File: src/design/rpc_pkg.sv
`timescale 1ns / 1ps

package rpc_pkg;

	// configuration register indexes
	typedef logic [1:0] cfg_idx_t;
	localparam cfg_idx_t REG_LEFT   = 2'd0;
	localparam cfg_idx_t REG_BOTTOM = 2'd1;
	localparam cfg_idx_t REG_RIGHT  = 2'd2;
	localparam cfg_idx_t REG_TOP    = 2'd3;

	// half-plane selection of a clip cell, in chain order
	localparam int unsigned EDGE_LEFT   = 0;
	localparam int unsigned EDGE_RIGHT  = 1;
	localparam int unsigned EDGE_BOTTOM = 2;
	localparam int unsigned EDGE_TOP    = 3;
	localparam int unsigned NUM_CELLS   = 4;

	// control part of a vertex link between cells
	typedef struct packed {
		logic valid;
		logic close;
	} link_ctl_t;

endpackage

File: src/design/rpc_emitter.sv
`timescale 1ns / 1ps

module rpc_emitter import rpc_pkg::*; #(
	parameter int unsigned C = 32
) (
	input  logic                clk,
	input  logic                arst_n,
	input  link_ctl_t           up_ctl,
	input  logic signed [C-1:0] up_x,
	input  logic signed [C-1:0] up_y,
	output logic                up_ready,
	output logic                clip_valid,
	input  logic                clip_ready,
	output logic signed [C-1:0] clipped_x,
	output logic signed [C-1:0] clipped_y,
	output logic                ring_end,
	output logic                ring_empty
);

	logic                has_q, take, load;
	logic signed [C-1:0] held_x_q, held_y_q;

	assign up_ready = !clip_valid || clip_ready;
	assign take     = up_ctl.valid && up_ready;
	assign load     = take && (up_ctl.close || has_q);

	// one vertex held back so the last one can carry the end mark
	always_ff @(posedge clk or negedge arst_n) begin
		if (!arst_n) begin
			has_q      <= 1'b0;
			clip_valid <= 1'b0;
		end else begin
			if (take) has_q <= !up_ctl.close;
			if (load) clip_valid <= 1'b1;
			else if (clip_ready) clip_valid <= 1'b0;
		end
	end

	always_ff @(posedge clk) begin
		if (take && !up_ctl.close) begin
			held_x_q <= up_x;
			held_y_q <= up_y;
		end
		if (load) begin
			clipped_x  <= has_q ? held_x_q : '0;
			clipped_y  <= has_q ? held_y_q : '0;
			ring_end   <= up_ctl.close;
			ring_empty <= !has_q;
		end
	end

endmodule

File: config.mk
export PLATFORM = sky130hd
export DESIGN_NAME = rpc_emitter
export DESIGN_NICKNAME = d
export VERILOG_FILES = /design/src/design/rpc_pkg.sv /design/src/design/rpc_emitter.sv
export SDC_FILE = /design/constraint.sdc
export NUM_CORES = 1
export LEC_CHECK = 0
export ABC_AREA = 1
export ABC_CLOCK_PERIOD_IN_PS = 12200
export BUFFER_PORTS_ARGS = -buffer_cell sky130_fd_sc_hd__buf_2
export CAP_MARGIN = 20
export CORE_ASPECT_RATIO = 0.6
export CORE_MARGIN = 4
export CORE_UTILIZATION = 42
export DETAILED_ROUTE_END_ITERATION = 12
export PLACE_DENSITY = 0.67
export SYNTH_ARGS = -nofsm -noshare
export SYNTH_HDL_FRONTEND = slang
export SYNTH_SLANG_ARGS = --single-unit
File: constraint.sdc
create_clock -name clk -period 12.2 [get_ports clk]
set_clock_uncertainty 0.2 [all_clocks]
set_input_delay 1.22 -clock clk [delete_from_list [all_inputs] [get_ports clk]]
set_output_delay 1.22 -clock clk [all_outputs]
set_load 0.02 [all_outputs]
==> impl_metrics.toml <==
[sta]
report.final.slew_viol_count = 0
period_needed_ps = 3030
maxClockFrequency_ghz = 0.330
slew_at_the_pin_closest_to_its_max_slew_limit_ps = 876
timing.final.hold_violations = 0
totalNegativeSetupSlack_ps = 0
fin_crit_sh_pct = 24.8
max_slew_margin_pct = 41.5
report.final.setup_viol = 0
grt_setup_unrepaired = "no"
post-route-worst-setup-slack_ps = 9170

[worst_setup_path]
beginning_of_the_worst_register_to_register_path = "has_q"
timing.rr.end = "clipped_x[14]"
critical_path_peak_fanout = 4
setup.reg_to_reg.worst_slack_ps = 9430
worst_r2r_path_depth = 3
worst_setup_path_category = "input pin to primary output"
crit_path_launch_type = "input pin"
worstSetupEndpointType = "primary output"
worstPathArrival_ps = 1610
worst-endpoint-required_ps = 10780

[hold_path]
min_from = "held_x_q[14]"
hold_depth = 2
min-delay-path-class = "flip-flop to flip-flop"
min_delay_worst_endpoint = "clipped_x[14]"

[synth]
synth-async-reset-ratio_pct = 1.52
synth_top_cells_by_count = "130 x sky130_fd_sc_hd__edfxtp_1, 69 x sky130_fd_sc_hd__inv_1, 68 x sky130_fd_sc_hd__nand2_1"
syn_area_per_cell_um2 = 16.2
yosys-top-cells-area = "sky130_fd_sc_hd__edfxtp_1 86%, sky130_fd_sc_hd__inv_1 5.7%, sky130_fd_sc_hd__nand2_1 5.6%, sky130_fd_sc_hd__dfrtp_1 1.1%, sky130_fd_sc_hd__buf_4 0.66%"
mappedNetlistNets = 349
synth_sequential_area_ratio_pct = 87.3
synth_enable_flop_cells = 130
synth-warning-count = 0
post_synth_inst_count = 280
synth_flop_cell = "sky130_fd_sc_hd__edfxtp_1"
netlist_area_before_placement_mm2 = 0.00453
netlist.area_leader.share_pct = 86.2
synth.ff_latch_count = 132
cell_variety_after_synth = 9
yosys.area.top_type = "sky130_fd_sc_hd__edfxtp_1"
yosysMostFrequentCell = "sky130_fd_sc_hd__edfxtp_1"

[clock_tree]
postCtsHoldBufs = 0
tritoncts = "built"
clk-insertion-delay-late_ps = 400
number_of_h_tree_levels = 4
worst_setup_hold_path_clk_slew_ps = 50
cts_setup_buffers = 0
cts.path.max_buffers = 2
cts_resized = 0
cts_made_buffers = 17
tritoncts_num_sinks = 132
cts-root-buf = "sky130_fd_sc_hd__clkbuf_16"

[drt]
final_routed_drc_violation_total = 0
dr.first_iter.drc_count = 113
avgRoutedWirePerCell_um = 13.1
detail_route.wirelength_um = 7640
antenna_violating_nets_post_route = 0
detail_route.first_pass.iterations = 4
routed-via-count = 2398
vias_per_cell = 4.12

[pwr]
p_per_area_mw_per_mm2 = 181
static-leakage-power_nw = 2.78
ir_drop_mv = 0.0916
report.power.total_w = 0.00107

[global_routing]
number_of_antenna_violations_at_the_first_check_in_global_routing = 0
grt_first_pass_wirelength_um = 11600
grt_overflow_total = 0
grtUsageTotal_pct = 12.9
vias_in_the_first_global_route = 2305
pin_count_of_the_biggest_net_entering_global_routing = 68

[floorplan]
rows = 29
die-width_um = 142
die_h_um = 88.5
floorplan.core_area_mm2 = 0.0106
floorplan.initialDensity_pct = 42.9
ioPinCount = 137
floorplan.die_area_mm2 = 0.0126

[finish]
diodes = 0
nNetsFinal = 500
fraction_of_layout_cells_with_a_size_suffix_above_1_pct = 38.8
synthToLayoutAreaGrowth_pct = 30.5
utilization_of_the_core_after_routing_pct = 56.0

[outcome]
status = "complete, no violations"

[place]
place_ws_ps = 8820
dp_hpwl_um = 5140
final_replace_weighted_congestion = 0.693
portBuffers = 136

[run]
max-cap-violations = 0
==> state kept, by name, summed over array words and instances (netlist names) <==
signal	count
clipped_x	32
clipped_y	32
held_x_q	32
held_y_q	32
clip_valid	1
has_q	1
ring_empty	1
ring_end	1
==> area by class of cell <==
cell class | instances | area (µm²)
fill | 896 | 4650
sequential | 132 | 3960
timing repair buffer | 139 | 723
clock buffer | 18 | 429
multi-input combinational | 72 | 280
inverter | 69 | 259
tap | 139 | 174
clock inverter | 13 | 90.1
==> worst max-delay path: stages <==
cell and delay, ps:
sky130_fd_sc_hd__buf_2 90, sky130_fd_sc_hd__inv_1 40, sky130_fd_sc_hd__nand2_1 80, sky130_fd_sc_hd__buf_2 170
==> cells by family after synthesis <==
family	Yosys count	share of synthesized area, %
AO/OA/AOI/OAI	1	0.110
buffers and inverters	76	6.71
flip-flops	132	87.3
AND/OR/NAND/NOR	71	5.91
==> worst max-delay path by stage <==
stage | startpoint | end | cells past startpoint | slack [ps]
2_1_floorplan | clip_ready | clipped_x[0] | 4 | 7190
3_3_place_gp | clip_ready | clipped_y[1] | 6 | 8910
3_5_place_dp | clip_ready | clipped_x[28] | 6 | 8820
4_1_cts | has_q | clipped_y[16] | 3 | 8950
5_1_grt | clip_ready | clipped_y[16] | 6 | 9090
6_report | clip_ready | up_ready | 4 | 9170
==> power by group <==
group / total [W] / leakage [nW] / internal, W / switching, W
clock: 0.000435 / 0.259 / 0.000257 / 0.000178
sequential: 0.000547 / 1.25 / 0.000535 / 0.0000121
combinational: 0.0000854 / 1.26 / 0.0000282 / 0.0000572
==> cells in the final DEF, fill, tap and decap left out <==
cell type	count
sky130_fd_sc_hd__nand2_1	68
sky130_fd_sc_hd__clkinvlp_4	1
sky130_fd_sc_hd__clkbuf_16	17
sky130_fd_sc_hd__clkinv_4	6
sky130_fd_sc_hd__buf_16	1
sky130_fd_sc_hd__inv_1	68
sky130_fd_sc_hd__o21ai_1	1
sky130_fd_sc_hd__nand3_1	1
sky130_fd_sc_hd__clkbuf_1	1
sky130_fd_sc_hd__nor2_4	1
sky130_fd_sc_hd__dfrtp_1	1
sky130_fd_sc_hd__inv_2	1
sky130_fd_sc_hd__nor2_1	1
sky130_fd_sc_hd__clkinv_2	6
sky130_fd_sc_hd__buf_2	136
sky130_fd_sc_hd__dfrtp_2	1
sky130_fd_sc_hd__edfxtp_1	130
sky130_fd_sc_hd__buf_4	2
==> per-layer routing <==
metal  vias up  share of wire (%)  wire, µm  global-route usage (%)
li1       1216                  -         -                       -
met1      1083                 45      3420                    16.5
met2        93                 45      3440                    19.2
met3         6                9.5       723                    6.05
met4         0               0.77        59                    5.49
met5         -                  0         0                       0
==> stage by stage <==
stage	hold WS [ps]	instances	cell area (µm²)
after detailed placement	288	550	5360
after floorplan	281	280	4530
after global routing	322	582	5910
after global placement	284	550	5360
after CTS	301	581	5880
final	298	582	5910
Power figures use the tool's default switching activity.
