**src/design/rpc_pkg.sv**
```systemverilog
`timescale 1ns / 1ps

package rpc_pkg;

	// configuration register indexes
	typedef logic [1:0] cfg_idx_t;
	localparam cfg_idx_t REG_LEFT   = 2'd0;
	localparam cfg_idx_t REG_BOTTOM = 2'd1;
	localparam cfg_idx_t REG_RIGHT  = 2'd2;
	localparam cfg_idx_t REG_TOP    = 2'd3;

	// half-plane selection of a clip cell, in chain order
	localparam int unsigned EDGE_LEFT   = 0;
	localparam int unsigned EDGE_RIGHT  = 1;
	localparam int unsigned EDGE_BOTTOM = 2;
	localparam int unsigned EDGE_TOP    = 3;
	localparam int unsigned NUM_CELLS   = 4;

	// control part of a vertex link between cells
	typedef struct packed {
		logic valid;
		logic close;
	} link_ctl_t;

endpackage

```
**src/design/rpc_interp.sv**
```systemverilog
`timescale 1ns / 1ps

module rpc_interp import rpc_pkg::*; #(
	parameter int unsigned C = 32
) (
	input  logic                clk,
	input  logic                arst_n,
	input  logic                start,
	input  logic signed [C-1:0] a1,
	input  logic signed [C-1:0] a2,
	input  logic signed [C-1:0] n1,
	input  logic signed [C-1:0] n2,
	input  logic signed [C-1:0] bnd,
	output logic                done,
	output logic [C-1:0]        result
);

	localparam int unsigned CW = $clog2(C + 1);
	localparam logic [2:0] P_IDLE = 3'd0;
	localparam logic [2:0] P_MUL  = 3'd1;
	localparam logic [2:0] P_PREP = 3'd2;
	localparam logic [2:0] P_DIV  = 3'd3;
	localparam logic [2:0] P_DONE = 3'd4;

	logic [2:0]          phase_q;
	logic [CW-1:0]       cnt_q;
	logic signed [C:0]   dv, num, den;
	logic [C:0]          dv_abs, num_abs, den_abs;
	logic [C-1:0]        a_q, b_q, d_q, base_q, lo_q, q_q, q_eff;
	logic                neg_q, dz_q;
	logic [2*C-1:0]      prod_q;
	logic [C:0]          rem_q;
	logic [2*C+1:0]      n_full;
	logic [C+1:0]        t, dd, t_sub;
	logic                ge;

	// signed differences and magnitudes
	assign dv  = {a2[C-1], a2} - {a1[C-1], a1};
	assign num = {bnd[C-1], bnd} - {n1[C-1], n1};
	assign den = {n2[C-1], n2} - {n1[C-1], n1};
	assign dv_abs  = dv[C]  ? (~dv + 1'b1)  : dv;
	assign num_abs = num[C] ? (~num + 1'b1) : num;
	assign den_abs = den[C] ? (~den + 1'b1) : den;

	// rounding numerator 2ab + d, one restoring divide step
	assign n_full = {1'b0, prod_q, 1'b0} + {{(C+2){1'b0}}, d_q};
	assign t      = {rem_q, lo_q[C-1]};
	assign dd     = {1'b0, d_q, 1'b0};
	assign ge     = (t >= dd);
	assign t_sub  = t - dd;

	// sequencing
	always_ff @(posedge clk or negedge arst_n) begin
		if (!arst_n) begin
			phase_q <= P_IDLE;
			cnt_q   <= '0;
		end else if (start) begin
			phase_q <= P_MUL;
			cnt_q   <= '0;
		end else begin
			case (phase_q)
				P_MUL: begin
					if (cnt_q == CW'(C - 1)) begin
						phase_q <= P_PREP;
						cnt_q   <= '0;
					end else begin
						cnt_q <= cnt_q + 1'b1;
					end
				end
				P_PREP: phase_q <= P_DIV;
				P_DIV: begin
					if (cnt_q == CW'(C - 1)) begin
						phase_q <= P_DONE;
					end else begin
						cnt_q <= cnt_q + 1'b1;
					end
				end
				default: ;
			endcase
		end
	end

	// datapath: shift-add multiply, then one quotient bit per cycle
	always_ff @(posedge clk) begin
		if (start) begin
			a_q    <= dv_abs[C-1:0];
			b_q    <= num_abs[C-1:0];
			d_q    <= den_abs[C-1:0];
			neg_q  <= dv[C] ^ num[C] ^ den[C];
			dz_q   <= (den == '0);
			base_q <= a1;
			prod_q <= '0;
			q_q    <= '0;
		end else begin
			case (phase_q)
				P_MUL: begin
					prod_q <= {prod_q[2*C-2:0], 1'b0} + (b_q[C-1] ? {{C{1'b0}}, a_q} : '0);
					b_q    <= {b_q[C-2:0], 1'b0};
				end
				P_PREP: begin
					rem_q <= n_full[2*C:C];
					lo_q  <= n_full[C-1:0];
				end
				P_DIV: begin
					rem_q <= ge ? t_sub[C:0] : t[C:0];
					lo_q  <= {lo_q[C-2:0], 1'b0};
					q_q   <= {q_q[C-2:0], ge};
				end
				default: ;
			endcase
		end
	end

	assign q_eff  = dz_q ? '0 : q_q;
	assign done   = (phase_q == P_DONE);
	assign result = neg_q ? (base_q - q_eff) : (base_q + q_eff);

endmodule

```
**src/design/rpc_clip_cell.sv**
```systemverilog
`timescale 1ns / 1ps

module rpc_clip_cell import rpc_pkg::*; #(
	parameter int unsigned C        = 32,
	parameter int unsigned EDGE_SEL = EDGE_LEFT
) (
	input  logic                clk,
	input  logic                arst_n,
	input  logic signed [C-1:0] bnd,
	input  link_ctl_t           up_ctl,
	input  logic signed [C-1:0] up_x,
	input  logic signed [C-1:0] up_y,
	output logic                up_ready,
	output link_ctl_t           dn_ctl,
	output logic signed [C-1:0] dn_x,
	output logic signed [C-1:0] dn_y,
	input  logic                dn_ready
);

	localparam bit USE_Y   = (EDGE_SEL == EDGE_BOTTOM) || (EDGE_SEL == EDGE_TOP);
	localparam bit KEEP_HI = (EDGE_SEL == EDGE_LEFT) || (EDGE_SEL == EDGE_BOTTOM);

	localparam logic [2:0] S_IDLE   = 3'd0;
	localparam logic [2:0] S_EDGE   = 3'd1;
	localparam logic [2:0] S_PUT_P  = 3'd2;
	localparam logic [2:0] S_WAIT_I = 3'd3;
	localparam logic [2:0] S_PUT_T  = 3'd4;

	logic [2:0]          state_q, state_d, after;
	logic                seen_q, closing_q, dn_valid_q, dn_close_q;
	logic                slot_free, take, in1, in2, start, ip_done, load;
	logic                ld_close;
	logic signed [C-1:0] first_x_q, first_y_q, prev_x_q, prev_y_q;
	logic signed [C-1:0] p_x_q, p_y_q, c_x_q, c_y_q, ld_x, ld_y, p_u, c_u;
	logic [C-1:0]        ip_res;

	// half-plane test of both edge ends, boundary counts as inside
	assign p_u = USE_Y ? p_y_q : p_x_q;
	assign c_u = USE_Y ? c_y_q : c_x_q;
	assign in1 = KEEP_HI ? (p_u >= bnd) : (p_u <= bnd);
	assign in2 = KEEP_HI ? (c_u >= bnd) : (c_u <= bnd);

	rpc_interp #(.C(C)) u_interp (
		.clk    (clk),
		.arst_n (arst_n),
		.start  (start),
		.a1     (USE_Y ? p_x_q : p_y_q),
		.a2     (USE_Y ? c_x_q : c_y_q),
		.n1     (p_u),
		.n2     (c_u),
		.bnd    (bnd),
		.done   (ip_done),
		.result (ip_res)
	);

	assign up_ready  = (state_q == S_IDLE);
	assign take      = up_ctl.valid && up_ready;
	assign slot_free = !dn_valid_q || dn_ready;
	assign after     = closing_q ? S_PUT_T : S_IDLE;
	assign dn_ctl    = '{valid: dn_valid_q, close: dn_close_q};

	// edge sequencing: inside start point, then crossing point
	always_comb begin
		state_d  = state_q;
		load     = 1'b0;
		ld_x     = p_x_q;
		ld_y     = p_y_q;
		ld_close = 1'b0;
		start    = 1'b0;
		case (state_q)
			S_IDLE: begin
				if (take && (seen_q || up_ctl.close)) begin
					state_d = seen_q ? S_EDGE : S_PUT_T;
				end
			end
			S_EDGE: begin
				if (in1) begin
					state_d = S_PUT_P;
				end else if (in2) begin
					start   = 1'b1;
					state_d = S_WAIT_I;
				end else begin
					state_d = after;
				end
			end
			S_PUT_P: begin
				if (slot_free) begin
					load = 1'b1;
					if (!in2) begin
						start   = 1'b1;
						state_d = S_WAIT_I;
					end else begin
						state_d = after;
					end
				end
			end
			S_WAIT_I: begin
				if (ip_done && slot_free) begin
					load    = 1'b1;
					ld_x    = USE_Y ? ip_res : bnd;
					ld_y    = USE_Y ? bnd : ip_res;
					state_d = after;
				end
			end
			S_PUT_T: begin
				if (slot_free) begin
					load     = 1'b1;
					ld_close = 1'b1;
					state_d  = S_IDLE;
				end
			end
			default: state_d = S_IDLE;
		endcase
	end

	// control state
	always_ff @(posedge clk or negedge arst_n) begin
		if (!arst_n) begin
			state_q    <= S_IDLE;
			seen_q     <= 1'b0;
			closing_q  <= 1'b0;
			dn_valid_q <= 1'b0;
		end else begin
			state_q <= state_d;
			if (take) begin
				closing_q <= up_ctl.close;
				if (!up_ctl.close) seen_q <= 1'b1;
			end
			if (state_q == S_PUT_T && slot_free) seen_q <= 1'b0;
			if (load) dn_valid_q <= 1'b1;
			else if (dn_ready) dn_valid_q <= 1'b0;
		end
	end

	// ring registers and output register
	always_ff @(posedge clk) begin
		if (take) begin
			if (up_ctl.close) begin
				p_x_q <= prev_x_q; p_y_q <= prev_y_q;
				c_x_q <= first_x_q; c_y_q <= first_y_q;
			end else begin
				p_x_q <= prev_x_q; p_y_q <= prev_y_q;
				c_x_q <= up_x; c_y_q <= up_y;
				prev_x_q <= up_x; prev_y_q <= up_y;
				if (!seen_q) begin
					first_x_q <= up_x; first_y_q <= up_y;
				end
			end
		end
		if (load) begin
			dn_x       <= ld_x;
			dn_y       <= ld_y;
			dn_close_q <= ld_close;
		end
	end

endmodule

```
**config.mk**
```make
export PLATFORM = sky130hd
export DESIGN_NAME = rpc_clip_cell
export DESIGN_NICKNAME = d
export VERILOG_FILES = /design/src/design/rpc_pkg.sv /design/src/design/rpc_interp.sv /design/src/design/rpc_clip_cell.sv
export SDC_FILE = /design/constraint.sdc
export NUM_CORES = 2
export LEC_CHECK = 0
export ABC_CLOCK_PERIOD_IN_PS = 10230
export BUFFER_PORTS_ARGS = -buffer_cell sky130_fd_sc_hd__buf_2
export CORE_ASPECT_RATIO = 0.7
export CORE_MARGIN = 2
export CORE_UTILIZATION = 27
export CTS_CLUSTER_SIZE = 10
export DETAILED_ROUTE_END_ITERATION = 7
export GPL_ROUTABILITY_DRIVEN = 1
export PLACE_DENSITY = 0.4
export SLEW_MARGIN = 20
export SYNTH_ARGS = -nofsm -noshare
export SYNTH_HDL_FRONTEND = slang
export SYNTH_HIERARCHICAL = 1
export SYNTH_SLANG_ARGS = --single-unit
```
**constraint.sdc**
```tcl
create_clock -name clk -period 10.23 [get_ports clk]
set_input_delay 1.023 -clock clk [delete_from_list [all_inputs] [get_ports clk]]
set_output_delay 1.023 -clock clk [all_outputs]
set_load 0.05 [all_outputs]
```
==> results.cfg <==
[run_status]
status = finished, final reports clean

[floorplanning]
fp.dieH_um = 328.5
initial_core_util = 0.2708
pin_count = 168
die_width_um = 467.5
coreArea_um2 = 149900
dieArea_um2 = 153600
rows = 119

[placed_design]
dpl.hpwl_um = 99990
place_congestion = 0.8618
io_buffers = 167
placed_cell_area_um2 = 43630

[timing]
hold_viol_final = 0
worst_slew_pin_slew_ns = 1.266
fin_crit_ns = 6.562
whs_ns = 0.2675
setup_violations = 0
grt_setup_unrepaired = false
setup_tns_ns = 0
slew_violations = 0
finalCritPeriodShare = 0.6415
max_clock_freq_mhz = 152.4
finClkSkew_ns = 0.02995
relSlewSlack = 0.1492

[detailed_routing]
routed_wl_um = 130800
wl_met1_um = 73660
post_drt_wl_per_cell_um = 20.71
ant_nets = 0
first_pass_iters = 5
top_layer_used = met5
dr_wl_met2_um = 47860
initialDrtViolationCount = 2692
met3WireLength_um = 6965
via_count = 31820
drc = 0
via_per_inst = 5.039

[setup_path]
cp_max_fo = 27
crit_arrival_ns = 7.00
required_ns = 10.66
path_class = flop to flop
start_kind = flop
end_kind = flop

[synth]
synthSimpleGateAreaFrac = 0.1476
synth-edff-count = 516
yosysSeqAreaShare = 0.4381
synth_flop_cell = edfxtp_1
netlist_top_cells_area = edfxtp_1 (38%), ha_1 (8.9%), dfxtp_1 (4.7%), a21oi_1 (4.5%), xnor2_1 (3.9%)
synth_seq_cells = 627
syn_area_per_cell_um2 = 9.787
synthMuxAreaShare = 0.03260
syn_inst = 4149
yosys_warnings = 6
yosysTopAreaCell = edfxtp_1
synth_top_family_by_area = compound AO/OA/AOI/OAI gates
yosysTopAreaCellShare = 0.3816
syn_nets = 4547
synthXorXnorAreaFrac = 0.06699
synth_fa_ha_area_frac = 0.09281
yosysMostFrequentCell = edfxtp_1
synth_cell_types = 103
synth_area_um2 = 40610
synth-compound-area-share = 0.1847
synth.cells.most_frequent = edfxtp_1 (516), nand2_1 (366), a21oi_1 (363)
ys_async_sr_fraction = 0.02392

[power_and_ir_drop]
power.switching_uw = 7125
vdd_drop_max_v = 0.0001430
p_seq_frac = 0.290
power_density_nw_per_um2 = 339.1
p_sw_frac = 0.4559
p_clk_frac = 0.177
combPwrFrac = 0.533
internal-power_uw = 8503
p_leak_uw = 0.01779

[grt]
antenna_found_initial = 11
grt_pass1_wl_um = 197300
grt.total_usage = 0.1683
grt-ovfl-total = 0
first_global_vias = 29917
grt_max_degree = 157

[layout]
top_register = u_interp/prod_q
top_regs = u_interp/prod_q x64, u_interp/rem_q x33
syn2layout_area_growth_pct = 13.50
multi_input_area_um2 = 21390
seqCellArea_um2 = 17790
fillers = 15436
drive_gt1_frac = 0.1119
largest_reg_flops = 64
nNetsFinal = 4659
utilization = 0.3074
design_area_um2 = 46090

[flow_run]
maxCapViolCount = 0

[clock_tree]
cts_hold_buf = 0
clock_sinks = 627
clk_pin_slew_ns = 0.06
cts_made_buffers = 78
cts_tree = done
post_cts_resized = 0
post_cts_buffers = 0
clk_latency_ns = 0.69
cts.path.max_buffers = 3
cts_root_buf = clkbuf_16
htreeDepth = 3

[hold_path]
min_path_type = primary input to async pin
-- logic make-up (layout without fill, tap and decap cells) --
kind of cell | after synthesis | count (layout)
other cells | 0 | 2
simple gates | 1243 | 1243
compound gates | 1162 | 1162
flops | 627 | 627
xor+xnor | 309 | 309
buf+inv | 393 | 561
mux | 118 | 118
fa+ha+maj | 297 | 297
-- per-layer routing --
layer  up-vias  global-route usage
met1     15413              0.2840
met3       122             0.03089
met2       714              0.2115
li1      15569                   -
met5         -                   0
met4         2             0.03345
-- power by group through the flow --
stage               clock network [uW]  registers, uW  logic, uW
finish                            2770           4530       8340
global route                      2950           4620       9290
CTS                               2870           4530       8330
detailed placement                   0           4570       8280
global placement                     0           4580       8270
floorplan                            0           4530       5890
-- critical path, stage by stage (launching register included) --
cell and delay, ns:
edfxtp_1 0.92, clkinv_1 0.97, nand2_1 0.35, ha_1 0.24, o21ai_0 0.26, nor2_1 0.39
o21a_1 0.29, a21oi_1 0.13, nand3_1 0.11, o211ai_1 0.13, ha_1 0.40, a21o_1 0.20
a21o_1 0.17, a21oi_1 0.25, o21bai_1 0.10, a21oi_1 0.19, o21ai_0 0.14, a211oi_1 0.37
o31ai_1 0.13, a21oi_1 0.20, xnor2_1 0.09, mux2_2 0.25
-- layout by cell type, fill, tap and decap left out, types with 19 or more instances in the layout --
master / Yosys / routed
or3_1: 36 / 36
inv_1: 222 / 221
or2_2: 19 / 19
dfxtp_1: 96 / 96
and2_1: 58 / 57
nor3_1: 92 / 91
a21o_1: 141 / 141
nand2_1: 366 / 365
buf_4: 3 / 33
o211ai_1: 46 / 46
and3_1: 47 / 47
clkbuf_16: 0 / 80
a211oi_1: 53 / 53
mux2_2: 110 / 110
nand2b_1: 28 / 28
o31ai_1: 23 / 23
nand3_1: 95 / 95
buf_2: 13 / 166
o21ai_0: 227 / 226
xnor2_1: 183 / 183
a21oi_1: 363 / 363
nor2_1: 317 / 314
clkbuf_1: 139 / 34
nor4_1: 26 / 26
o21a_1: 55 / 55
nand4_1: 61 / 61
edfxtp_1: 516 / 516
nor2b_1: 38 / 37
xor2_1: 125 / 125
ha_1: 290 / 290
o21bai_1: 30 / 30
a31oi_1: 46 / 45
-- per-stage QoR --
stage,power [uW],setup WS (ns),instances
after floorplan,10420,1.313,4149
after global placement,12850,4.009,6177
after global routing,16860,2.944,6314
after CTS,15730,3.708,6313
after detailed placement,12850,3.751,6177
final,15630,3.668,6315
-- path summary, 6_finish.rpt --
kind | from | end | slack [ns] | cells past startpoint
worst max-delay path | u_interp/dz_q$_DFFE_PP_ | dn_y[31]$_DFFE_PP_ | 3.67 | 21
worst min-delay path | arst_n | u_interp/cnt_q[0]$_DFFE_PN0P_ | 0.27 | 1
worst max register to register | u_interp/dz_q$_DFFE_PP_ | dn_y[31]$_DFFE_PP_ | 3.67 | 21
worst min register to register | prev_y_q[27]$_DFFE_PP_ | p_y_q[27]$_DFFE_PP_ | 0.41 | 0
max in group asynchronous | arst_n | state_q[1]$_DFFE_PN0P_ | 9.67 | 1
min in group clk | prev_y_q[27]$_DFFE_PP_ | p_y_q[27]$_DFFE_PP_ | 0.41 | 0
-- final cells by class --
cell class	instances	area share
Tap cell	1996	0.05418
Sequential cell	627	0.3860
Clock buffer	122	0.04859
Inverter	224	0.01835
Timing Repair Buffer	201	0.02408
Multi-Input combinational cell	3129	0.4640
Clock inverter	14	0.004669
Antenna cell	2	0.0001086
No activity file was read; power rests on OpenSTA's default activity.
