--- src/design/rpc_pkg.sv ---
`timescale 1ns / 1ps

package rpc_pkg;

	// configuration register indexes
	typedef logic [1:0] cfg_idx_t;
	localparam cfg_idx_t REG_LEFT   = 2'd0;
	localparam cfg_idx_t REG_BOTTOM = 2'd1;
	localparam cfg_idx_t REG_RIGHT  = 2'd2;
	localparam cfg_idx_t REG_TOP    = 2'd3;

	// half-plane selection of a clip cell, in chain order
	localparam int unsigned EDGE_LEFT   = 0;
	localparam int unsigned EDGE_RIGHT  = 1;
	localparam int unsigned EDGE_BOTTOM = 2;
	localparam int unsigned EDGE_TOP    = 3;
	localparam int unsigned NUM_CELLS   = 4;

	// control part of a vertex link between cells
	typedef struct packed {
		logic valid;
		logic close;
	} link_ctl_t;

endpackage

--- src/design/rpc_feeder.sv ---
`timescale 1ns / 1ps

module rpc_feeder import rpc_pkg::*; #(
	parameter int unsigned C = 32
) (
	input  logic                clk,
	input  logic                arst_n,
	input  logic                vertex_valid,
	output logic                vertex_ready,
	input  logic signed [C-1:0] vertex_x,
	input  logic signed [C-1:0] vertex_y,
	input  logic                polygon_end,
	output link_ctl_t           dn_ctl,
	output logic signed [C-1:0] dn_x,
	output logic signed [C-1:0] dn_y,
	input  logic                dn_ready
);

	localparam logic [2:0] F_IDLE = 3'd0;
	localparam logic [2:0] F_P0   = 3'd1;
	localparam logic [2:0] F_P1   = 3'd2;
	localparam logic [2:0] F_V    = 3'd3;
	localparam logic [2:0] F_T    = 3'd4;

	logic [2:0]          state_q;
	logic [1:0]          count_q;
	logic                last_q, dn_valid_q, dn_close_q, slot_free, take;
	logic signed [C-1:0] p0_x_q, p0_y_q, p1_x_q, p1_y_q, v_x_q, v_y_q;

	assign vertex_ready = (state_q == F_IDLE);
	assign take         = vertex_valid && vertex_ready;
	assign slot_free    = !dn_valid_q || dn_ready;
	assign dn_ctl       = '{valid: dn_valid_q, close: dn_close_q};

	// sequencer: the first two vertices wait until a third one arrives
	always_ff @(posedge clk or negedge arst_n) begin
		if (!arst_n) begin
			state_q    <= F_IDLE;
			count_q    <= '0;
			last_q     <= 1'b0;
			dn_valid_q <= 1'b0;
		end else begin
			if (slot_free) dn_valid_q <= 1'b0;
			case (state_q)
				F_IDLE: begin
					if (take) begin
						last_q <= polygon_end;
						if (count_q < 2'd2) begin
							if (polygon_end) state_q <= F_T;
							else count_q <= count_q + 1'b1;
						end else begin
							state_q <= (count_q == 2'd2) ? F_P0 : F_V;
							count_q <= 2'd3;
						end
					end
				end
				F_P0: if (slot_free) begin
					dn_valid_q <= 1'b1;
					state_q    <= F_P1;
				end
				F_P1: if (slot_free) begin
					dn_valid_q <= 1'b1;
					state_q    <= F_V;
				end
				F_V: if (slot_free) begin
					dn_valid_q <= 1'b1;
					state_q    <= last_q ? F_T : F_IDLE;
				end
				F_T: if (slot_free) begin
					dn_valid_q <= 1'b1;
					count_q    <= '0;
					state_q    <= F_IDLE;
				end
				default: state_q <= F_IDLE;
			endcase
		end
	end

	// vertex storage and output register
	always_ff @(posedge clk) begin
		if (take) begin
			v_x_q <= vertex_x;
			v_y_q <= vertex_y;
			if (count_q == 2'd0) begin
				p0_x_q <= vertex_x;
				p0_y_q <= vertex_y;
			end
			if (count_q == 2'd1) begin
				p1_x_q <= vertex_x;
				p1_y_q <= vertex_y;
			end
		end
		if (slot_free) begin
			case (state_q)
				F_P0: begin
					dn_x <= p0_x_q; dn_y <= p0_y_q; dn_close_q <= 1'b0;
				end
				F_P1: begin
					dn_x <= p1_x_q; dn_y <= p1_y_q; dn_close_q <= 1'b0;
				end
				F_V: begin
					dn_x <= v_x_q; dn_y <= v_y_q; dn_close_q <= 1'b0;
				end
				F_T: dn_close_q <= 1'b1;
				default: ;
			endcase
		end
	end

endmodule

--- config.mk ---
export PLATFORM = sky130hd
export DESIGN_NAME = rpc_feeder
export DESIGN_NICKNAME = d
export VERILOG_FILES = /design/src/design/rpc_pkg.sv /design/src/design/rpc_feeder.sv
export SDC_FILE = /design/constraint.sdc
export NUM_CORES = 1
export LEC_CHECK = 0
export ABC_AREA = 1
export BUFFER_PORTS_ARGS = -buffer_cell sky130_fd_sc_hd__buf_4
export CAP_MARGIN = 20
export CORE_MARGIN = 2
export CORE_UTILIZATION = 49
export CTS_CLUSTER_DIAMETER = 60
export DETAILED_ROUTE_END_ITERATION = 10
export PLACE_DENSITY_LB_ADDON = 0.25
export SETUP_SLACK_MARGIN = 0.5
export SYNTH_ARGS = -nofsm -noshare
export SYNTH_HDL_FRONTEND = slang
export SYNTH_SLANG_ARGS = --single-unit
export TNS_END_PERCENT = 1
--- constraint.sdc ---
create_clock -name clk -period 13.8 [get_ports clk]
set_input_delay 0.69 -clock clk [delete_from_list [all_inputs] [get_ports clk]]
set_output_delay 0.69 -clock clk [all_outputs]
set_load 0.02 [all_outputs]
==> results.py, run 1 <==
metrics = {
    "yosys": {
        "mappedNetlistNets": 682,
        "synthCells": 613,
        "ys_types": 22,
        "synth_area_per_cell_um2": 15.7,
        "async_reset_ff_share_pct": 2.65,
        "synth_enable_flop_cells": 257,
        "seq_area_frac_synth_pct": 82.0,
        "synth.yosys.warnings": 0,
        "ys.flop_type": "sky130_fd_sc_hd__edfxtp_1",
        "post_synth_instance_area_mm2": 0.00962,
        "postSynthRegisterBits": 264,
    },
    "power": {
        "irDropWorstVdd_mv": 0.107,
        "pwr_density_cell_mw_per_mm2": 223,
        "net-switching-power_uw": 838,
        "clkPwrFrac_pct": 26.2,
        "comb_power_share_pct": 27.0,
        "internal_power_mw": 1.79,
        "post_layout_power_mw": 2.62,
        "power.leakage_nw": 4.40,
        "swShare_pct": 31.9,
        "seq_power_share_pct": 46.9,
    },
    "timing": {
        "tns_ps": 0,
        "period_share_pct": 20.4,
        "number_of_failing_setup_endpoints_in_the_final_timing_report": 0,
        "clock-skew-final_ps": 8.72,
        "highest_clock_rate_ghz": 0.355,
        "worst-slew-pin-transition_ps": 1030,
        "final_critical_path_setup_slack_ps": 10990,
        "holdWs_ps": 363,
        "unrepaired_setup_endpoints_after_global_routing": "no",
        "final.min_clock_period_ps": 2810,
        "maxSlewViolCount": 0,
        "timing.max_slew.rel_slack_pct": 31.1,
        "hold_violations": 0,
    },
    "floorplan": {
        "dieArea_mm2": 0.0208,
        "starting_density_pct": 49.8,
        "coreArea_mm2": 0.0193,
        "ios": 136,
        "fp.dieW_um": 144,
        "placement_rows": 51,
        "floorplan.die.height_um": 144,
    },
    "clocking": {
        "post_cts.resized_instances": 0,
        "ctsRootBufferMaster": "sky130_fd_sc_hd__clkbuf_16",
        "clk-insertion-delay-late_ps": 520,
        "cts_tree": "done",
        "postCtsSetupBuffers": 0,
        "clk_transition_reported_paths_ps": 60,
        "htreeDepth": 1,
        "clock_path_buffers": 3,
        "cts-buffers-inserted": 27,
        "cts_hold_buffers": 1,
        "cts.sinks": 264,
    },
    "global_route": {
        "grt_pass1_vias": 5510,
        "global_route.overflow_total": 0,
        "grt_antenna_before_repair": 0,
        "wire_length_of_the_first_global_routing_pass_um": 29600,
        "maximum_number_of_pins_on_one_net_before_global_route_repair": 65,
        "global_route.usage.total_pct": 18.7,
    },
    "critical_path": {
        "worst_path_largest_cell_delay_ps": 650,
        "setup.worst_path.class": "register to register",
        "timing.critical_path.from_type": "register",
        "worst-endpoint-required_ps": 13950,
        "timing.critical_path.cells": "buf_4 -> inv_1 -> o21ai_0 -> nor2_4 -> buf_4",
        "crit_top_cell": "sky130_fd_sc_hd__buf_4",
        "worstSetupEndpointType": "register",
        "critPathSlowestCell": "sky130_fd_sc_hd__buf_4",
        "crit_path_max_fo": 43,
        "critical_path_arrival_ps": 2960,
    },
    "drt": {
        "detail_route.iter0.violations": 467,
        "detail_route.first_pass.iterations": 5,
        "drc": 0,
        "vias_per_cell": 5.31,
        "antenna_violation_net_count_after_detailed_routing": 0,
        "num_vias": 5525,
        "finalWirelength_um": 19500,
        "route.detailed.wl_per_inst_um": 18.7,
    },
    "cells_and_area": {
        "syn2layout_area_growth_pct": 22.3,
        "antenna_cells_inserted": 0,
        "stdcell_area_mm2": 0.0118,
        "finish.net_count": 826,
        "finalCoreUtilization_pct": 60.9,
        "post_layout_nonfiller_instances": 1041,
        "ff_latch_area_mm2": 0.00789,
        "multiInputGateArea_mm2": 0.00131,
        "num-fill-cells": 1429,
        "final_layout_size_suffix_gt1_share_pct": 25.0,
    },
    "worst_hold_path": {
        "worst_hold_path_type": "input pin to register",
    },
    "place": {
        "detailed_place.area_mm2": 0.0109,
        "place.detailed.instances": 992,
        "gp_congestion": 0.901,
        "io_buffer_count": 135,
        "detailedPlacementHpwl_um": 11800,
        "place_ws_ps": 10980,
    },
    "job": {
        "max-cap-violations": 0,
    },
    "run_status": {
        "status": "finished clean",
    },
}
-- power groups by stage --
stage / Clock (mW) / Sequential (mW) / Combinational, mW
floorplan: 0 / 1.35 / 0.313
global placement: 0 / 1.24 / 0.693
detailed placement: 0 / 1.24 / 0.716
CTS: 0.698 / 1.23 / 0.718
global route: 0.734 / 1.25 / 0.767
finish: 0.687 / 1.23 / 0.708
-- state kept, by name, summed over array words and instances, names as in the netlist, named ones only --
name	count
state_q	3
count_q	2
p0_y_q	32
p1_y_q	32
p0_x_q	32
dn_close_q	1
v_x_q	32
last_q	1
v_y_q	32
dn_y	32
dn_x	32
p1_x_q	32
-- worst max-delay path: cells and delay by family, from the launching register on --
family	cells	cell delay [ps]
and+or+nand+nor	1	600
buffers and inverters	3	1070
DFF	1	590
AOI/OAI and AO/OA	1	160
-- final timing paths --
check	end	start	slack, ps	cells past startpoint
setup / recovery	dn_x[23]	state_q[2]	10990	5
hold / removal	v_y_q[30]	vertex_y[30]	360	1
setup reg to reg	dn_x[23]	state_q[2]	10990	5
hold reg to reg	last_q	last_q	510	2
max in group asynchronous	state_q[2]	arst_n	13130	2
min in group asynchronous	count_q[1]	arst_n	540	2
-- layout make-up --
cell class,count,area share (%)
Timing Repair Buffer,147,9.40
Multi-Input combinational cell,241,11.1
Inverter,76,2.43
Clock inverter,11,0.904
Tap cell,265,2.82
Clock buffer,37,6.23
Sequential cell,264,67.1
-- Yosys cell counts, types with 3 or more instances --
master,instances,area share (%)
sky130_fd_sc_hd__nand4_1,38,2.5
sky130_fd_sc_hd__buf_1,5,0.20
sky130_fd_sc_hd__edfxtp_1,257,80
sky130_fd_sc_hd__nand3_1,35,1.8
sky130_fd_sc_hd__dfrtp_1,7,1.8
sky130_fd_sc_hd__inv_1,75,2.9
sky130_fd_sc_hd__buf_2,15,0.78
sky130_fd_sc_hd__clkbuf_1,7,0.27
sky130_fd_sc_hd__nand2_1,82,3.2
sky130_fd_sc_hd__o21ai_1,3,0.16
sky130_fd_sc_hd__buf_4,5,0.39
sky130_fd_sc_hd__o21ai_0,37,1.9
sky130_fd_sc_hd__nor2_1,4,0.16
sky130_fd_sc_hd__o221ai_1,32,2.9
-- placed cells by master, fill, tap and decap left out, types with 3 or more instances in the layout --
cell type	Yosys	final
sky130_fd_sc_hd__inv_1	75	74
sky130_fd_sc_hd__nand2_1	82	82
sky130_fd_sc_hd__o221ai_1	32	32
sky130_fd_sc_hd__clkbuf_1	7	8
sky130_fd_sc_hd__dfrtp_1	7	7
sky130_fd_sc_hd__o21ai_0	37	37
sky130_fd_sc_hd__clkinv_1	0	4
sky130_fd_sc_hd__buf_4	5	146
sky130_fd_sc_hd__nor3_2	1	3
sky130_fd_sc_hd__nand4_1	38	38
sky130_fd_sc_hd__nor2_4	1	3
sky130_fd_sc_hd__clkinv_2	0	4
sky130_fd_sc_hd__o21ai_1	3	3
sky130_fd_sc_hd__edfxtp_1	257	257
sky130_fd_sc_hd__nand3_1	35	35
sky130_fd_sc_hd__clkbuf_16	0	27
-- cell families (layout without fill, tap and decap cells) --
| group | count (synthesis) | in the layout | synth area share (%) |
|---|---|---|---|
| simple gates | 167 | 167 | 8.27 |
| flops | 264 | 264 | 82.0 |
| compound gates | 74 | 74 | 5.10 |
| buf+inv | 108 | 271 | 4.60 |
-- routing by layer --
metal	track usage (%)	share of wire, %	vias up	wire length [um]
met5	0	0	-	0
met4	5.16	1.7	0	329
met3	3.28	6.1	24	1180
met2	32.6	52	193	10100
met1	24.3	40	2746	7850
li1	-	-	2562	-
(Power assumes the default switching activity.)
==> inputs of run 2 (changes only) <==
Clock period 13.8 ns to 2.9 ns, I/O delays scaled along.
==> results.py, run 2 (synthesis results as in run 1) <==
metrics = {
    "cells_and_area": {
        "syn2layout_area_growth_pct": 29.8,
        "num-fill-cells": 1349,
        "ff_latch_area_mm2": 0.00789,
        "post_layout_nonfiller_instances": 1111,
        "antenna_cells_inserted": 0,
        "finish.net_count": 896,
        "final_layout_size_suffix_gt1_share_pct": 23.0,
        "finalCoreUtilization_pct": 64.6,
        "final_cell_mix": "sky130_fd_sc_hd__edfxtp_1 (257), sky130_fd_sc_hd__buf_4 (147), sky130_fd_sc_hd__nand2_1 (81)",
        "final_common_cell": "sky130_fd_sc_hd__edfxtp_1",
        "multiInputGateArea_mm2": 0.00134,
    },
    "worst_hold_path": {
        "worst_hold_path_type": "input pin to register",
    },
    "global_route": {
        "global_route.overflow_total": 0,
        "maximum_number_of_pins_on_one_net_before_global_route_repair": 65,
        "grt_pass1_vias": 5985,
        "wire_length_of_the_first_global_routing_pass_um": 30300,
        "grt_antenna_before_repair": 0,
        "global_route.usage.total_pct": 18.9,
    },
    "critical_path": {
        "worstSetupEndpointType": "register",
        "crit_path_max_fo": 43,
        "setup.worst_path.class": "register to register",
        "timing.critical_path.from_type": "register",
        "critical_path_arrival_ps": 2510,
        "worst-endpoint-required_ps": 3040,
    },
    "clocking": {
        "clock_path_buffers": 3,
        "htreeDepth": 1,
        "clk_transition_reported_paths_ps": 60,
        "cts.sinks": 264,
        "clk-insertion-delay-late_ps": 510,
        "cts-buffers-inserted": 26,
        "ctsRootBufferMaster": "sky130_fd_sc_hd__clkbuf_16",
        "cts_tree": "done",
    },
    "place": {
        "io_buffer_count": 135,
        "gp_congestion": 0.832,
        "place.detailed.instances": 996,
        "detailedPlacementHpwl_um": 11500,
    },
    "power": {
        "irDropWorstVdd_mv": 0.564,
        "pwr_density_cell_mw_per_mm2": 1010,
        "power.leakage_nw": 4.69,
    },
    "floorplan": {
        "coreArea_mm2": 0.0193,
        "placement_rows": 51,
        "dieArea_mm2": 0.0208,
        "floorplan.die.height_um": 144,
        "starting_density_pct": 49.8,
        "fp.dieW_um": 144,
        "ios": 136,
    },
    "timing": {
        "timing.max_slew.rel_slack_pct": 37.4,
        "number_of_failing_setup_endpoints_in_the_final_timing_report": 0,
        "period_share_pct": 81.7,
        "hold_violations": 0,
        "worst-slew-pin-transition_ps": 936,
        "highest_clock_rate_ghz": 0.422,
        "unrepaired_setup_endpoints_after_global_routing": "yes",
        "final.min_clock_period_ps": 2370,
        "holdWs_ps": 40.8,
        "maxSlewViolCount": 0,
        "clock-skew-final_ps": 10.7,
    },
    "drt": {
        "detail_route.first_pass.iterations": 5,
        "num_vias": 5825,
        "vias_per_cell": 5.24,
        "finalWirelength_um": 19800,
        "drc": 0,
        "detail_route.iter0.violations": 379,
        "route.detailed.wl_per_inst_um": 17.8,
        "antenna_violation_net_count_after_detailed_routing": 0,
    },
    "run_status": {
        "status": "finished clean",
    },
    "job": {
        "max-cap-violations": 0,
    },
}
## run 2: cell types whose count changed in the layout (fill, tap and decap cells not counted), moves of 2 or more
cell and delta:
sky130_fd_sc_hd__nor3_4 +3, sky130_fd_sc_hd__nor3_2 -3, sky130_fd_sc_hd__buf_12 +3, sky130_fd_sc_hd__clkbuf_1 +2, sky130_fd_sc_hd__dlygate4sd3_1 +67
## run 2: final timing paths
check / slack [ps] / depth (start not counted) / to / start
min in group asynchronous: 620 / 3 / async pin / arst_n
setup reg to reg: 530 / 4 / dn_y[5] / state_q[2]
max in group asynchronous: 2020 / 3 / state_q[1] / arst_n
setup / recovery: 530 / 4 / dn_y[5] / state_q[2]
hold / removal: 40 / 3 / last_q / vertex_valid
hold reg to reg: 520 / 2 / last_q / last_q
## run 2: timing repair
item | 4_1_cts | 5_1_grt
endpoints found under the setup margin | 0 | 75
hold buffers | 68 | 0
resized for setup | 0 | 1
endpoints found under the hold margin | 201 | 0
setup buffers | 0 | 0
## run 2: critical path, cell delays in order, from the launching register on
cell                      delay [ps]
sky130_fd_sc_hd__dfrtp_1         430
sky130_fd_sc_hd__inv_1           500
sky130_fd_sc_hd__o21ai_0         350
sky130_fd_sc_hd__nor2_4          160
sky130_fd_sc_hd__buf_4           530
## run 2: per-stage QoR
stage | instance area (um2) | setup slack [ps] | power (mW) | setup TNS (ps)
final | 12500 | 532 | 12.5 | 0
after detailed placement | 11000 | 542 | 9.45 | 0
after global routing | 12500 | 382 | 13.1 | 0
after global placement | 11000 | 705 | 9.31 | 0
after CTS | 12500 | 538 | 12.6 | 0
after floorplan | 9660 | -191 | 7.94 | -20350
## run 2: routing by layer
metal  up-vias  part of all wire (%)  wire length (um)  global-route usage [%]
met4         0                   2.5               493                    6.80
met2       202                    53             10500                    34.5
li1       2702                     -                 -                       -
met5         -                     0                 0                       0
met3        44                   5.7              1120                    2.35
met1      2877                    39              7710                    23.3
## run 2: where the power goes
| group | internal, mW | leakage [nW] | switching (mW) |
|---|---|---|---|
| Clock | 1.82 | 0.388 | 1.30 |
| Combinational | 1.22 | 1.84 | 2.39 |
| Sequential | 5.48 | 2.46 | 0.343 |
| Total | 8.52 | 4.69 | 4.03 |
## run 2: area by class of cell
cell class	instances	share of cell area [%]
multi-input combinational	241	10.7
sequential	264	63.2
tap	265	2.66
clock inverter	9	0.561
timing repair buffer	218	14.8
clock buffer	38	5.82
inverter	76	2.29
==> inputs of run 3 (changes only) <==
Clock period 2.9 ns to 2.4 ns, I/O delays scaled along.
==> results.py, run 3 (synthesis results as in run 1) <==
metrics = {
    "critical_path": {
        "cp_num_buf_inv": 1,
        "worstSetupEndpointType": "register",
        "count_of_cells_along_the_worst_register_to_register_path": 4,
        "setup.worst_path.class": "register to register",
        "timing.critical_path.cells": "nor3_4 -> nand2_2 -> nor3_4 -> buf_12",
        "crit_path_max_fo": 50,
        "critPathSlowestCell": "sky130_fd_sc_hd__dfrtp_1",
        "crit_top_cell": "sky130_fd_sc_hd__nor3_4",
        "critical_path_arrival_ps": 2040,
        "worst-endpoint-required_ps": 2590,
        "worst_path_largest_cell_delay_ps": 490,
        "timing.critical_path.from_type": "register",
        "worstSetupPathDepth": 4,
        "critical-path-top-delay-family": "simple AND/OR/NAND/NOR gates",
    },
    "drt": {
        "route.detailed.wl_per_inst_um": 18.0,
        "detail_route.iter0.violations": 429,
        "num_vias": 5821,
        "antenna_violation_net_count_after_detailed_routing": 0,
        "vias_per_cell": 5.21,
        "drc": 0,
        "finalWirelength_um": 20100,
        "detail_route.first_pass.iterations": 4,
    },
    "timing": {
        "period_share_pct": 77.4,
        "timing.max_slew.rel_slack_pct": 61.5,
        "tns_ps": 0,
        "maxSlewViolCount": 0,
        "worst-slew-pin-transition_ps": 576,
        "clock-skew-final_ps": 15.7,
        "highest_clock_rate_ghz": 0.538,
        "number_of_failing_setup_endpoints_in_the_final_timing_report": 0,
        "unrepaired_setup_endpoints_after_global_routing": "yes",
        "holdWs_ps": 24.1,
        "final.min_clock_period_ps": 1860,
        "hold_violations": 0,
        "final_critical_path_setup_slack_ps": 543,
    },
    "cells_and_area": {
        "final_common_cell": "sky130_fd_sc_hd__edfxtp_1",
        "syn2layout_area_growth_pct": 30.7,
        "num-fill-cells": 1369,
        "antenna_cells_inserted": 0,
        "final_cell_mix": "sky130_fd_sc_hd__edfxtp_1 (257), sky130_fd_sc_hd__buf_4 (150), sky130_fd_sc_hd__nand2_1 (81)",
        "multiInputGateArea_mm2": 0.00133,
        "post_layout_nonfiller_instances": 1117,
        "finalCoreUtilization_pct": 65.0,
        "ff_latch_area_mm2": 0.00789,
        "finish.net_count": 903,
        "final_layout_size_suffix_gt1_share_pct": 23.8,
    },
    "clocking": {
        "cts-buffers-inserted": 26,
        "cts_tree": "done",
        "ctsRootBufferMaster": "sky130_fd_sc_hd__clkbuf_16",
        "clk-insertion-delay-late_ps": 520,
        "clk_transition_reported_paths_ps": 60,
        "htreeDepth": 1,
        "clock_path_buffers": 3,
        "cts.sinks": 264,
    },
    "worst_hold_path": {
        "hold_path_depth": 3,
        "worst_hold_path_type": "input pin to register",
    },
    "floorplan": {
        "placement_rows": 51,
        "starting_density_pct": 49.8,
        "dieArea_mm2": 0.0208,
        "floorplan.die.height_um": 144,
        "ios": 136,
        "coreArea_mm2": 0.0193,
        "fp.dieW_um": 144,
    },
    "global_route": {
        "maximum_number_of_pins_on_one_net_before_global_route_repair": 51,
        "global_route.overflow_total": 0,
        "grt_pass1_vias": 5989,
        "global_route.usage.total_pct": 19.6,
        "wire_length_of_the_first_global_routing_pass_um": 31100,
        "grt_antenna_before_repair": 0,
    },
    "power": {
        "pwr_density_cell_mw_per_mm2": 1220,
        "irDropWorstVdd_mv": 0.764,
        "power.leakage_nw": 4.73,
    },
    "run_status": {
        "status": "finished clean",
    },
    "place": {
        "gp_congestion": 0.772,
        "detailedPlacementHpwl_um": 12000,
        "place_ws_ps": 350,
        "io_buffer_count": 135,
        "place.detailed.instances": 1002,
    },
    "job": {
        "max-cap-violations": 0,
    },
}
## run 3: metal layers
layer	track usage [%]	wire length [um]
met5	0	0
met3	2.98	1190
met2	34.0	10400
met1	25.1	7930
met4	7.46	600
## run 3: final timing paths
path	from	end	slack [ps]
max	state_q[0]	p0_x_q[12]	540
min	vertex_valid	last_q	20
max reg2reg	state_q[0]	p0_x_q[12]	540
min reg2reg	v_x_q[15]	dn_x[15]	520
max in group asynchronous	arst_n	last_q	1510
min in group asynchronous	arst_n	async pin	590
## run 3: tightest hold or removal path: cells and delay by family
family                 cells  cell delay (ps)
AO/OA/AOI/OAI              1               90
buffers and inverters      1              130
AND/OR/NAND/NOR            1              160
## run 3: timing repair
item                                   CTS  global route
endpoints found under the hold margin  202             0
setup endpoints to repair               52           144
resized for setup                        0             2
hold buffers                            68             0
buffers inserted                         1             0
pin swaps                                1             0
## run 3: layout make-up
class | instances | share of cell area [%]
sequential | 264 | 62.8
timing repair buffer | 225 | 15.3
multi-input combinational | 241 | 10.6
clock buffer | 31 | 5.49
tap | 265 | 2.64
inverter | 76 | 2.28
clock inverter | 15 | 0.945
## run 3: power by group
group | total, mW | internal, mW | leakage (nW) | switching [mW]
Sequential | 7.03 | 6.61 | 2.46 | 0.417
Combinational | 4.47 | 1.58 | 1.88 | 2.89
Clock | 3.84 | 2.25 | 0.388 | 1.60
## run 3: per-stage QoR
stage / total power, mW / instance area, um2
6_report: 15.3 / 12600
5_1_grt: 16.1 / 12600
4_1_cts: 15.5 / 12600
3_5_place_dp: 11.5 / 11100
3_3_place_gp: 11.4 / 11100
2_1_floorplan: 9.59 / 9660
